### src/rtl/mrpt_pkg.sv
// Shared types and constants for the Miller-Rabin primality tester.
`default_nettype none
package mrpt_pkg;
	localparam int WordBits = 64;
	localparam int NumBases = 12;
	localparam int BaseIdxBits = 4;
	localparam int BitIdxBits = 6;

	typedef logic [WordBits-1:0] word_t;

	// Datapath operations issued by the controller.
	typedef enum logic [2:0] {
		OP_NONE  = 3'd0,
		OP_LOAD  = 3'd1,
		OP_SPLIT = 3'd2,
		OP_BASE  = 3'd3,
		OP_MULRB = 3'd4,
		OP_MULBB = 3'd5,
		OP_MULVV = 3'd6
	} dp_op_t;

	typedef struct packed {
		dp_op_t                 op;
		logic [BaseIdxBits-1:0] base_idx;
	} dp_cmd_t;

	typedef struct packed {
		logic mul_done;
		logic n_lt2;
		logic n_is_base;
		logic d_odd;
		logic e_zero;
		logic e_lsb;
		logic v_is_one;
		logic v_is_nm1;
		logic r_lt_s;
	} dp_stat_t;

	function automatic word_t base_value(input logic [BaseIdxBits-1:0] idx);
		word_t v;
		v = '0;
		unique case (idx)
			4'd0:    v = word_t'(2);
			4'd1:    v = word_t'(3);
			4'd2:    v = word_t'(5);
			4'd3:    v = word_t'(7);
			4'd4:    v = word_t'(11);
			4'd5:    v = word_t'(13);
			4'd6:    v = word_t'(17);
			4'd7:    v = word_t'(19);
			4'd8:    v = word_t'(23);
			4'd9:    v = word_t'(29);
			4'd10:   v = word_t'(31);
			4'd11:   v = word_t'(37);
			default: v = '0;
		endcase
		return v;
	endfunction
endpackage
`default_nettype wire

### src/rtl/mrpt_datapath.sv
// Datapath: operand registers and a bit-serial modular multiplier.
`default_nettype none
module mrpt_datapath (
	input  wire                  clk,
	input  wire                  arst_n,
	input  mrpt_pkg::word_t      candidate,
	input  mrpt_pkg::dp_cmd_t    cmd,
	output mrpt_pkg::dp_stat_t   stat
);
	import mrpt_pkg::*;

	word_t n_q, d_q, e_q, b_q, v_q;
	logic [BitIdxBits:0] s_q, r_q;
	word_t acc_q, ma_q, mb_q;
	logic [BitIdxBits-1:0] bit_q;
	logic busy_q;
	logic mul_done_q;
	logic [1:0] dst_q;

	word_t dbl, sum, nxt;
	logic [WordBits:0] t1, t2;
	word_t bv;

	// acc = 2*acc mod n, then + a mod n when the bit is set
	always_comb begin
		t1 = {1'b0, acc_q} + {1'b0, acc_q};
		dbl = (t1 >= {1'b0, n_q}) ? word_t'(t1 - {1'b0, n_q}) : t1[WordBits-1:0];
		t2 = {1'b0, dbl} + {1'b0, ma_q};
		sum = (t2 >= {1'b0, n_q}) ? word_t'(t2 - {1'b0, n_q}) : t2[WordBits-1:0];
		nxt = mb_q[bit_q] ? sum : dbl;
		bv = base_value(cmd.base_idx);
	end

	always_ff @(posedge clk or negedge arst_n) begin
		if (!arst_n) begin
			busy_q <= 1'b0;
			mul_done_q <= 1'b0;
			n_q <= '0;
			d_q <= '0;
			e_q <= '0;
			b_q <= '0;
			v_q <= '0;
			s_q <= '0;
			r_q <= '0;
			acc_q <= '0;
			ma_q <= '0;
			mb_q <= '0;
			bit_q <= '0;
			dst_q <= '0;
		end else begin
			mul_done_q <= 1'b0;
			if (busy_q) begin
				acc_q <= nxt;
				bit_q <= bit_q - 1'b1;
				if (bit_q == '0) begin
					busy_q <= 1'b0;
					mul_done_q <= 1'b1;
					unique case (dst_q)
						2'd0: v_q <= nxt;
						2'd1: b_q <= nxt;
						default: begin
							v_q <= nxt;
							r_q <= r_q + 1'b1;
						end
					endcase
				end
			end else begin
				unique case (cmd.op)
					OP_LOAD: begin
						n_q <= candidate;
						d_q <= candidate - 1'b1;
						s_q <= '0;
					end
					OP_SPLIT: begin
						d_q <= d_q >> 1;
						s_q <= s_q + 1'b1;
					end
					OP_BASE: begin
						// candidates below a base stop earlier, so one subtract reduces it
						b_q <= (bv >= n_q) ? bv - n_q : bv;
						e_q <= d_q;
						v_q <= word_t'(1);
						r_q <= (BitIdxBits+1)'(1);
					end
					OP_MULRB, OP_MULBB, OP_MULVV: begin
						busy_q <= 1'b1;
						acc_q <= '0;
						bit_q <= '1;
						ma_q <= (cmd.op == OP_MULRB) ? v_q : (cmd.op == OP_MULBB) ? b_q : v_q;
						mb_q <= (cmd.op == OP_MULRB || cmd.op == OP_MULBB) ? b_q : v_q;
						dst_q <= (cmd.op == OP_MULRB) ? 2'd0 : (cmd.op == OP_MULBB) ? 2'd1 : 2'd2;
						if (cmd.op == OP_MULBB) e_q <= e_q >> 1;
					end
					default: ;
				endcase
			end
		end
	end

	assign stat.mul_done = mul_done_q;
	assign stat.n_lt2 = n_q < word_t'(2);
	assign stat.n_is_base = n_q == bv;
	assign stat.d_odd = d_q[0];
	assign stat.e_zero = e_q == '0;
	assign stat.e_lsb = e_q[0];
	assign stat.v_is_one = v_q == word_t'(1);
	assign stat.v_is_nm1 = v_q == n_q - 1'b1;
	assign stat.r_lt_s = r_q < s_q;
endmodule
`default_nettype wire

### src/rtl/mrpt_ctrl.sv
// Controller: sequences bases, exponentiation and squaring.
`default_nettype none
module mrpt_ctrl (
	input  wire                  clk,
	input  wire                  arst_n,
	input  wire                  start,
	output logic                 busy,
	output logic                 done,
	output logic                 prime_flag,
	output mrpt_pkg::dp_cmd_t    cmd,
	input  mrpt_pkg::dp_stat_t   stat
);
	import mrpt_pkg::*;

	typedef enum logic [9:0] {
		ST_IDLE  = 10'b0000000001,
		ST_CHECK = 10'b0000000010,
		ST_SPLIT = 10'b0000000100,
		ST_BASE  = 10'b0000001000,
		ST_POW   = 10'b0000010000,
		ST_WRB   = 10'b0000100000,
		ST_WBB   = 10'b0001000000,
		ST_TEST  = 10'b0010000000,
		ST_WSQ   = 10'b0100000000,
		ST_SQ    = 10'b1000000000
	} state_t;

	state_t state_q;
	logic [BaseIdxBits-1:0] idx_q;

	assign busy = state_q != ST_IDLE;

	always_comb begin
		cmd.op = OP_NONE;
		cmd.base_idx = idx_q;
		unique case (state_q)
			ST_IDLE:  cmd.op = start ? OP_LOAD : OP_NONE;
			ST_SPLIT: cmd.op = stat.d_odd ? OP_NONE : OP_SPLIT;
			ST_BASE:  cmd.op = stat.n_is_base ? OP_NONE : OP_BASE;
			ST_POW:   cmd.op = stat.e_zero ? OP_NONE : (stat.e_lsb ? OP_MULRB : OP_MULBB);
			ST_WRB:   cmd.op = stat.mul_done ? OP_MULBB : OP_NONE;
			ST_SQ:    cmd.op = OP_MULVV;
			default:  cmd.op = OP_NONE;
		endcase
	end

	always_ff @(posedge clk or negedge arst_n) begin
		if (!arst_n) begin
			state_q <= ST_IDLE;
			idx_q <= '0;
			done <= 1'b0;
			prime_flag <= 1'b0;
		end else begin
			done <= 1'b0;
			unique case (state_q)
				ST_IDLE: if (start) begin
					state_q <= ST_CHECK;
					idx_q <= '0;
				end
				ST_CHECK: if (stat.n_lt2) begin
					done <= 1'b1; prime_flag <= 1'b0; state_q <= ST_IDLE;
				end else state_q <= ST_SPLIT;
				ST_SPLIT: if (stat.d_odd) state_q <= ST_BASE;
				ST_BASE: if (idx_q == BaseIdxBits'(NumBases) || stat.n_is_base) begin
					done <= 1'b1; prime_flag <= 1'b1; state_q <= ST_IDLE;
				end else state_q <= ST_POW;
				ST_POW: if (stat.e_zero) state_q <= ST_TEST;
				else state_q <= stat.e_lsb ? ST_WRB : ST_WBB;
				ST_WRB: if (stat.mul_done) state_q <= ST_WBB;
				ST_WBB: if (stat.mul_done) state_q <= ST_POW;
				ST_TEST: if (stat.v_is_one || stat.v_is_nm1) begin
					idx_q <= idx_q + 1'b1; state_q <= ST_BASE;
				end else if (stat.r_lt_s) state_q <= ST_SQ;
				else begin
					done <= 1'b1; prime_flag <= 1'b0; state_q <= ST_IDLE;
				end
				ST_SQ: state_q <= ST_WSQ;
				// square result loops back to the test; the top level masks 1 there, so only n-1 passes
				ST_WSQ: if (stat.mul_done) state_q <= ST_TEST;
				default: state_q <= ST_IDLE;
			endcase
		end
	end
endmodule
`default_nettype wire

### src/rtl/miller_rabin_prime_test64.sv
// Top level: deterministic Miller-Rabin test on a 64-bit word.
// Channel | Ports                 | Handshake
// input   | candidate[63:0]       | start, accepted when busy low
// result  | prime_flag            | done, one-cycle strobe
// A modular multiply is issued, steps through the 64 multiplier bits and then
// strobes done. Each exponent bit costs a multiply when the bit is set plus a
// square of the base; twelve bases are tried, and the run time is set by the
// bit-serial multiplier. Reset is asynchronous, active low; the receiver cannot
// stall, busy holds off new words.
`default_nettype none
module miller_rabin_prime_test64 (
	input  wire        clk,
	input  wire        arst_n,
	input  wire        start,
	input  wire [63:0] candidate,
	output logic       busy,
	output logic       done,
	output logic       prime_flag
);
	import mrpt_pkg::*;
	dp_cmd_t  cmd;
	dp_stat_t stat;
	dp_stat_t stat_fix;

	mrpt_datapath u_dp (.clk(clk), .arst_n(arst_n), .candidate(candidate),
		.cmd(cmd), .stat(stat));

	// a squared value of 1 never passes: mask it once squaring has begun
	logic sq_q;
	always_ff @(posedge clk or negedge arst_n) begin
		if (!arst_n) sq_q <= 1'b0;
		else if (cmd.op == OP_MULVV) sq_q <= 1'b1;
		else if (cmd.op == OP_BASE || cmd.op == OP_LOAD) sq_q <= 1'b0;
	end
	always_comb begin
		stat_fix = stat;
		stat_fix.v_is_one = stat.v_is_one && !sq_q;
	end

	mrpt_ctrl u_ctrl (.clk(clk), .arst_n(arst_n), .start(start), .busy(busy),
		.done(done), .prime_flag(prime_flag), .cmd(cmd), .stat(stat_fix));
endmodule
`default_nettype wire

### config.mk
export PLATFORM = sky130hd
export DESIGN_NAME = miller_rabin_prime_test64
export DESIGN_NICKNAME = d
export VERILOG_FILES = /design/src/rtl/mrpt_pkg.sv /design/src/rtl/mrpt_datapath.sv /design/src/rtl/mrpt_ctrl.sv /design/src/rtl/miller_rabin_prime_test64.sv
export SDC_FILE = /design/constraint.sdc
export NUM_CORES = 2
export LEC_CHECK = 0
export BUFFER_PORTS_ARGS = -buffer_cell sky130_fd_sc_hd__buf_2
export CORE_ASPECT_RATIO = 1.5
export CORE_MARGIN = 2
export CORE_UTILIZATION = 25
export DETAILED_ROUTE_END_ITERATION = 10
export HOLD_SLACK_MARGIN = 0.15
export PLACE_DENSITY = 0.45
export SLEW_MARGIN = 20
export SYNTH_ARGS = -nofsm -noshare
export SYNTH_HDL_FRONTEND = slang
export SYNTH_SLANG_ARGS = --single-unit
export TNS_END_PERCENT = 30
### constraint.sdc
create_clock -name clk -period 25.3 [get_ports clk]
set_clock_uncertainty 0.2 [all_clocks]
set_input_delay 5.06 -clock clk [delete_from_list [all_inputs] [get_ports clk]]
set_output_delay 5.06 -clock clk [all_outputs]
set_load 0.02 [all_outputs]
# Word-level counts from Yosys, hierarchy flattened

Memory sizes are Yosys's and may differ from the RTL's.
Cells that the tools add are included.

Bits in writable memories: 0
Bits in registers: 553
Word-level logic and storage cells: 173
Memories kept: 1
Bits in latches: 0
ROM bits: 96
Input port bits: 67
Output and inout port bits: 3

Memories:

| name             | depth | width | read ports | clocked after memory_dff | write ports | line           | RTL |
|---|---|---|---|---|---|---|---|
| (name not given) | 16    | 6     | 1          | 0                        | 0           | mrpt_pkg.sv:42 | `unique case (idx)` |

Add/subtract/negate cells: 11
Multiply operators: 0
Multiplexer cells: 70
Reduce and logical (&&, ||, !) cells: 28
Bitwise gates (word level): 1
Order comparisons: 6
Shift operators: 0
Equality and inequality tests: 37
Divide/modulo/power cells: 0

Operator list:

| cell                                                                    | number |
|---|---|
| 64-bit 2-to-1 mux                                                       | 18 |
| 64-bit case mux with 2 select lines                                     | 2 |
| 64-bit subtractor                                                       | 3 |
| 64-bit by 64-bit adder with 65-bit output                               | 2 |
| 65-bit by 64-bit >= comparator with 1-bit output                        | 2 |
| 64-bit equality test                                                    | 2 |
| 64-bit by 1-bit subtractor with 64-bit output (second input constant)   | 2 |
| 10-bit case mux with 10 select lines                                    | 1 |
| 10-bit 2-to-1 mux                                                       | 8 |
| 64-bit by 1-bit equality test with 1-bit output (second input constant) | 1 |
| 64-bit >= comparator                                                    | 1 |
| 64-bit zero test                                                        | 1 |
| 64-bit by 2-bit < comparator with 1-bit output (second input constant)  | 1 |
| 7-bit 2-to-1 mux                                                        | 5 |
| 2-bit != test (second input constant)                                   | 12 |
| 1-bit 2-to-1 mux                                                        | 18 |
| 3-bit case mux with 6 select lines                                      | 1 |
| 3-bit AND reduction                                                     | 5 |
| 7-bit by 1-bit adder with 7-bit output (second input constant)          | 2 |
| 7-bit case mux with 2 select lines                                      | 1 |
| 6-bit 2-to-1 mux                                                        | 2 |
| 2-bit nonzero test                                                      | 6 |
| 10-bit by 1-bit equality test with 1-bit output (second input constant) | 1 |
| 10-bit equality test (second input constant)                            | 1 |
| 37 further kinds                                                        | 55 |

# Logic depth before layout (Yosys ltp)

Depth in word-level cells: 10
Gate-level depth with buffers: 43
Mapped depth without buffers: 36

# Cells and area by module

From an unflattened synthesis, not the netlist that was laid out.

Cells, all modules: 5,112
Area, all modules: 41,333.4 µm²

Modules (own cells, without submodules):

| module                    | cells each | sequential area each (µm²) | area an instance (µm²) | instances |
|---|---|---|---|---|
| mrpt_datapath             | 4,996      | 13,412.9                   | 40,237.3               | 1 |
| mrpt_ctrl                 | 111        | 401.6                      | 1,051.0                | 1 |
| miller_rabin_prime_test64 | 5          | 25.0                       | 45.0                   | 1 |

# Worst setup path before layout

No wires, ideal clock.

Path type: register to register
Start: register u_dp.n_q[23]
End: register u_dp.b_q[50]
Required time: 24,979 ps
Setup slack: 16,413 ps
Cell stages (with the launch flop): 40
Data arrival time: 8,566 ps
Period minus slack after synthesis: 8,887 ps
Buffers on the path: 6
Setup time: 121 ps
Cells stage by stage: dfrtp_1 inv_1 ha_1 clkbuf_1 and4_1 nand3_1 or4_1 o31ai_1 a211oi_1 o21ai_0 or2_2 buf_2 buf_2 mux2i_1 inv_1 ha_1 a21oi_1 nor2_1 [4 not listed] a21oi_1 mux2i_1 and2_1 ha_1 clkbuf_1 a21o_1 a21o_1 a21o_1 a21o_1 a221o_1 a2111o_1 a211oi_2 buf_2 buf_1 nor2_1 a211oi_1 nor2_1 a22o_1

Longest elaborated chain between the ends: 9
Elaborated cells on any way between the ends: 21
Those cells by class: 4 x add/sub; 3 x order compare; 2 x eq/ne; 10 x mux; 2 x reduce/logical

RTL lines:

| item                                                                                  | line                | RTL |
|---|---|---|
| start, declared                                                                       | mrpt_datapath.sv:12 | `word_t n_q, d_q, e_q, b_q, v_q;` |
| start signal, assigned                                                                | mrpt_datapath.sv:70 | `n_q <= candidate;` |
| 64-bit subtractor or 65-bit by 64-bit >= comparator with 1-bit output (tied branches) | mrpt_datapath.sv:27 | `dbl = (t1 >= {1'b0, n_q}) ? word_t'(t1 - {1'b0, n_q}) : t1[WordBits-1:0];` |
| 64-bit 2-to-1 mux                                                                     | mrpt_datapath.sv:27 |  |
| 64-bit by 64-bit adder with 65-bit output                                             | mrpt_datapath.sv:28 | `t2 = {1'b0, dbl} + {1'b0, ma_q};` |
| 64-bit subtractor or 65-bit by 64-bit >= comparator with 1-bit output (tied branches) | mrpt_datapath.sv:29 | `sum = (t2 >= {1'b0, n_q}) ? word_t'(t2 - {1'b0, n_q}) : t2[WordBits-1:0];` |
| 64-bit 2-to-1 mux                                                                     | mrpt_datapath.sv:29 |  |
| 64-bit 2-to-1 mux                                                                     | mrpt_datapath.sv:30 | `nxt = mb_q[bit_q] ? sum : dbl;` |
| 64-bit 2-to-1 mux                                                                     | mrpt_datapath.sv:58 | `unique case (dst_q)` |
| 64-bit 2-to-1 mux                                                                     | mrpt_datapath.sv:55 | `if (bit_q == '0) begin` |
| 64-bit 2-to-1 mux                                                                     | mrpt_datapath.sv:52 | `if (busy_q) begin` |
| end signal, assigned                                                                  | mrpt_datapath.sv:60 | `2'd1: b_q <= nxt;` |
| end signal, assigned                                                                  | mrpt_datapath.sv:80 | `b_q <= (bv >= n_q) ? bv - n_q : bv;` |
| end, declared                                                                         | mrpt_datapath.sv:12 |  |

Parallel ways exist; a longest one is shown, timed or not. The select of a mux whose other input is x is not followed.
A chain may end at the register's enable or synchronous reset.

# Worst setup path after layout

Start: register u_dp.n_q[5]
End: register u_dp.v_q[63]

Longest elaborated chain between the ends: 9
Elaborated cells on any way between the ends: 17
Those cells by class: 3 x add/sub; 2 x order compare; 2 x eq/ne; 8 x mux; 2 x reduce/logical

RTL lines:

| item                                                                                  | line                | RTL |
|---|---|---|
| 64-bit subtractor or 65-bit by 64-bit >= comparator with 1-bit output (tied branches) | mrpt_datapath.sv:27 |  |
| 64-bit 2-to-1 mux                                                                     | mrpt_datapath.sv:27 |  |
| 64-bit by 64-bit adder with 65-bit output                                             | mrpt_datapath.sv:28 |  |
| 64-bit subtractor or 65-bit by 64-bit >= comparator with 1-bit output (tied branches) | mrpt_datapath.sv:29 |  |
| 64-bit 2-to-1 mux                                                                     | mrpt_datapath.sv:29 |  |
| 64-bit 2-to-1 mux                                                                     | mrpt_datapath.sv:30 |  |
| 64-bit 2-to-1 mux                                                                     | mrpt_datapath.sv:58 |  |
| 64-bit 2-to-1 mux                                                                     | mrpt_datapath.sv:55 |  |
| 64-bit 2-to-1 mux                                                                     | mrpt_datapath.sv:52 |  |
| end signal, assigned                                                                  | mrpt_datapath.sv:59 | `2'd0: v_q <= nxt;` |
| end signal, assigned                                                                  | mrpt_datapath.sv:62 | `v_q <= nxt;` |
| end signal, assigned                                                                  | mrpt_datapath.sv:82 | `v_q <= word_t'(1);` |
| end, declared                                                                         | mrpt_datapath.sv:12 |  |

Parallel ways exist; a longest one is shown, timed or not. The select of a mux whose other input is x is not followed.

==> flow_summary_export.csv <==
group,metric,value,unit
synth,synth_cells,4981,
sta,worstMarginPinSlew,1.17,ns
global_routing,overflow,0,
worst_setup_path,r2r_slack,12.22,ns
cells_and_area,layout_commonest_cell,"nand2_1",
clocking,cts_max_path_buffers,3,
synth,synth-edff-count,0,
clocking,cts-root-buf,"clkbuf_16",
floorplanning,ios,70,
route,via_count,39400,
cells_and_area,num-fill-cells,17800,
clocking,post_cts_resized,0,
min_path,holdCritStartpoint,"u_dp.mb_q[14]",
outcome,status,"complete, no violations",
floorplanning,die-area,170000,um2
worst_setup_path,crit_slowest_cell,"a31oi_2",
cells_and_area,drive_above_1_share,0.0872,
job,drv_cap,0,
synth,ys_seq_area_frac,0.333,
worst_setup_path,cp.arrival,13.53,ns
sta,fmax,0.0764,GHz
clocking,clk_transition_reported_paths,0.06,ns
worst_setup_path,max_stage_delay,1.05,ns
synth,syn-mean-instance-area,8.35,um2
worst_setup_path,crit_type,"reg2reg",
global_routing,antenna_found_initial,16,
route,dr.pass1.iters,5,
clocking,postCtsSetupBuffers,0,
synth,ys.warnings.count,0,
route,drtAntennaViolNets,0,
floorplanning,start_util,0.251,
clocking,holdBufCountCts,0,
sta,finalSetupTns,0,ns
clocking,h-tree-depth,2,
global_routing,grt_pass1_wl,291,mm
synth,syn_nets,5269,
sta,period_minus_slack,13.08,ns
sta,slew_headroom,0.211,
cells_and_area,final_core_util,0.283,
clocking,cts_buffers,59,
floorplanning,core,166000,um2
synth,async_reset_ff_frac,1.00,
clocking,cts_tree,"built",
worst_setup_path,start_kind,"flop",
placed_design,place_hpwl,164,mm
synth,synth_area,41600,um2
worst_setup_path,cp-end-kind,"flop",
global_routing,grt_max_degree,93,
placed_design,placement.io_buffers,69,
cells_and_area,area.growth.synth_to_final,12.5,%
sta,hold_viol,0,
route,wl_per_cell,28.6,um
floorplanning,rows,183,
sta,slew_viol_final,0,
synth,ys.flop_type,"dfrtp_1",
sta,rsz0062_at_grt,"false",
route,initialDrtViolationCount,2955,
sta,finalCritPeriodShare,0.517,
clocking,worstSkewPairLatency,0.72,ns
worst_setup_path,cp_common_cell,"o21ai_0",
synth,synth-seq-cells,553,
clocking,cts.sinks,553,
route,drc_errors,0,
floorplanning,die_w,337,um
worst_setup_path,r2r-start,"u_dp.n_q[5]",
min_path,hold_path.class,"reg2reg",
sta,setup_viol,0,
route,vias_per_cell,5.46,
floorplanning,die_h,504,um
synth,synth.distinct_cells,91,
worst_setup_path,cp.required,25.75,ns
global_routing,grt_usage,0.239,
route,drt_wl_total,206,mm
global_routing,first_global_vias,39600,
cells_and_area,mostFrequentLayoutCells,"663 x nand2_1, 557 x o21ai_0, 550 x dfrtp_1, 368 x a21oi_1, 343 x nor2_1",
worst_setup_path,critPathMaxFanout,33,
cells_and_area,fin_nets,5216,
worst_setup_path,cp-startpoint,"u_dp.n_q[5]",
placed_design,place_congestion,1.06,
-- final cells by class --
class / count / area [um2] / share of cell area
clock inverter: 38 / 541 / 0.0116
timing repair buffer: 151 / 995 / 0.0213
multi-input combinational: 4011 / 26400 / 0.564
sequential: 553 / 13800 / 0.296
clock buffer: 73 / 1630 / 0.0348
tap: 2220 / 2780 / 0.0594
inverter: 152 / 571 / 0.0122
antenna: 11 / 27.5 / 0.000588
-- kinds of logic after synthesis --
family | count (synthesis) | share of synthesized area
simple gates | 1635 | 0.187
compound gates | 1513 | 0.223
flops | 553 | 0.333
buf+inv | 417 | 0.0382
xor+xnor | 328 | 0.0690
mux | 314 | 0.0832
fa+ha+maj | 221 | 0.0672
-- Yosys cell counts, drive strengths merged, types with 34 or more instances --
| master | number | share of area |
|---|---|---|
| ha | 217 | 0.065 |
| xnor2 | 211 | 0.044 |
| a211oi | 36 | 0.0066 |
| a21oi | 370 | 0.045 |
| xor2 | 117 | 0.025 |
| and3 | 34 | 0.0051 |
| mux2 | 66 | 0.018 |
| inv | 151 | 0.014 |
| o21bai | 40 | 0.0072 |
| a21o | 120 | 0.022 |
| o21ai | 566 | 0.068 |
| dfrtp | 552 | 0.33 |
| nor4 | 91 | 0.015 |
| nor2 | 349 | 0.032 |
| a31oi | 43 | 0.0065 |
| o21a | 35 | 0.0063 |
| nand4 | 96 | 0.015 |
| nor3 | 93 | 0.012 |
| clkbuf | 217 | 0.020 |
| mux2i | 229 | 0.055 |
| nand2 | 663 | 0.060 |
| nand2b | 34 | 0.0051 |
| nand3 | 99 | 0.012 |
| buf | 48 | 0.0050 |
| o211ai | 50 | 0.0090 |
-- stage by stage --
step,cell area [um2],hold slack [ns],setup WS (ns),std cells
finish,46800,0.276,12.22,7209
global placement,44500,0.256,12.65,7084
CTS,46700,0.283,12.60,7197
detailed placement,44600,0.264,12.66,7086
floorplan,41600,0.242,16.41,4981
global route,46800,0.300,11.80,7205
-- state kept, by name, indices dropped and copies added (netlist names), 6 cells and up --
signal	cells
u_ctrl.state_q	10
u_dp.acc_q	64
u_dp.b_q	64
u_dp.bit_q	6
u_dp.d_q	64
u_dp.e_q	64
u_dp.ma_q	64
u_dp.mb_q	64
u_dp.n_q	64
u_dp.r_q	7
u_dp.s_q	7
u_dp.v_q	64
-- path summary, 6_finish.rpt --
check / cells past startpoint / end
worst max-delay path: 32 / u_dp.v_q[63]
worst min-delay path: 2 / u_dp.mb_q[14]
worst max register to register: 32 / u_dp.v_q[63]
worst min register to register: 2 / u_dp.mb_q[14]
max in group asynchronous: 5 / u_dp.ma_q[40]
min in group asynchronous: 1 / u_dp.mb_q[0]
-- worst max-delay path, delay by kind of cell (launching register included) --
family / cells / cell delay (ns)
XOR/XNOR: 1 / 0.17
multiplexers: 3 / 0.76
AND/OR/NAND/NOR: 8 / 3.19
buffers and inverters: 3 / 1.16
AO/OA/AOI/OAI: 14 / 5.82
flip-flops: 1 / 0.45
adder cells (fa/ha/maj): 3 / 1.23
-- metal layers --
layer | track usage | vias up | part of all wire
met5 | 0 | - | 0.00012
met4 | 0.197 | 4 | 0.099
met3 | 0.0275 | 556 | 0.043
met2 | 0.432 | 1399 | 0.50
met1 | 0.248 | 19400 | 0.35
li1 | - | 18000 | -
Power is not shown: default switching activity piles up to over one toggle a cycle in this logic, so the estimate is an artifact.
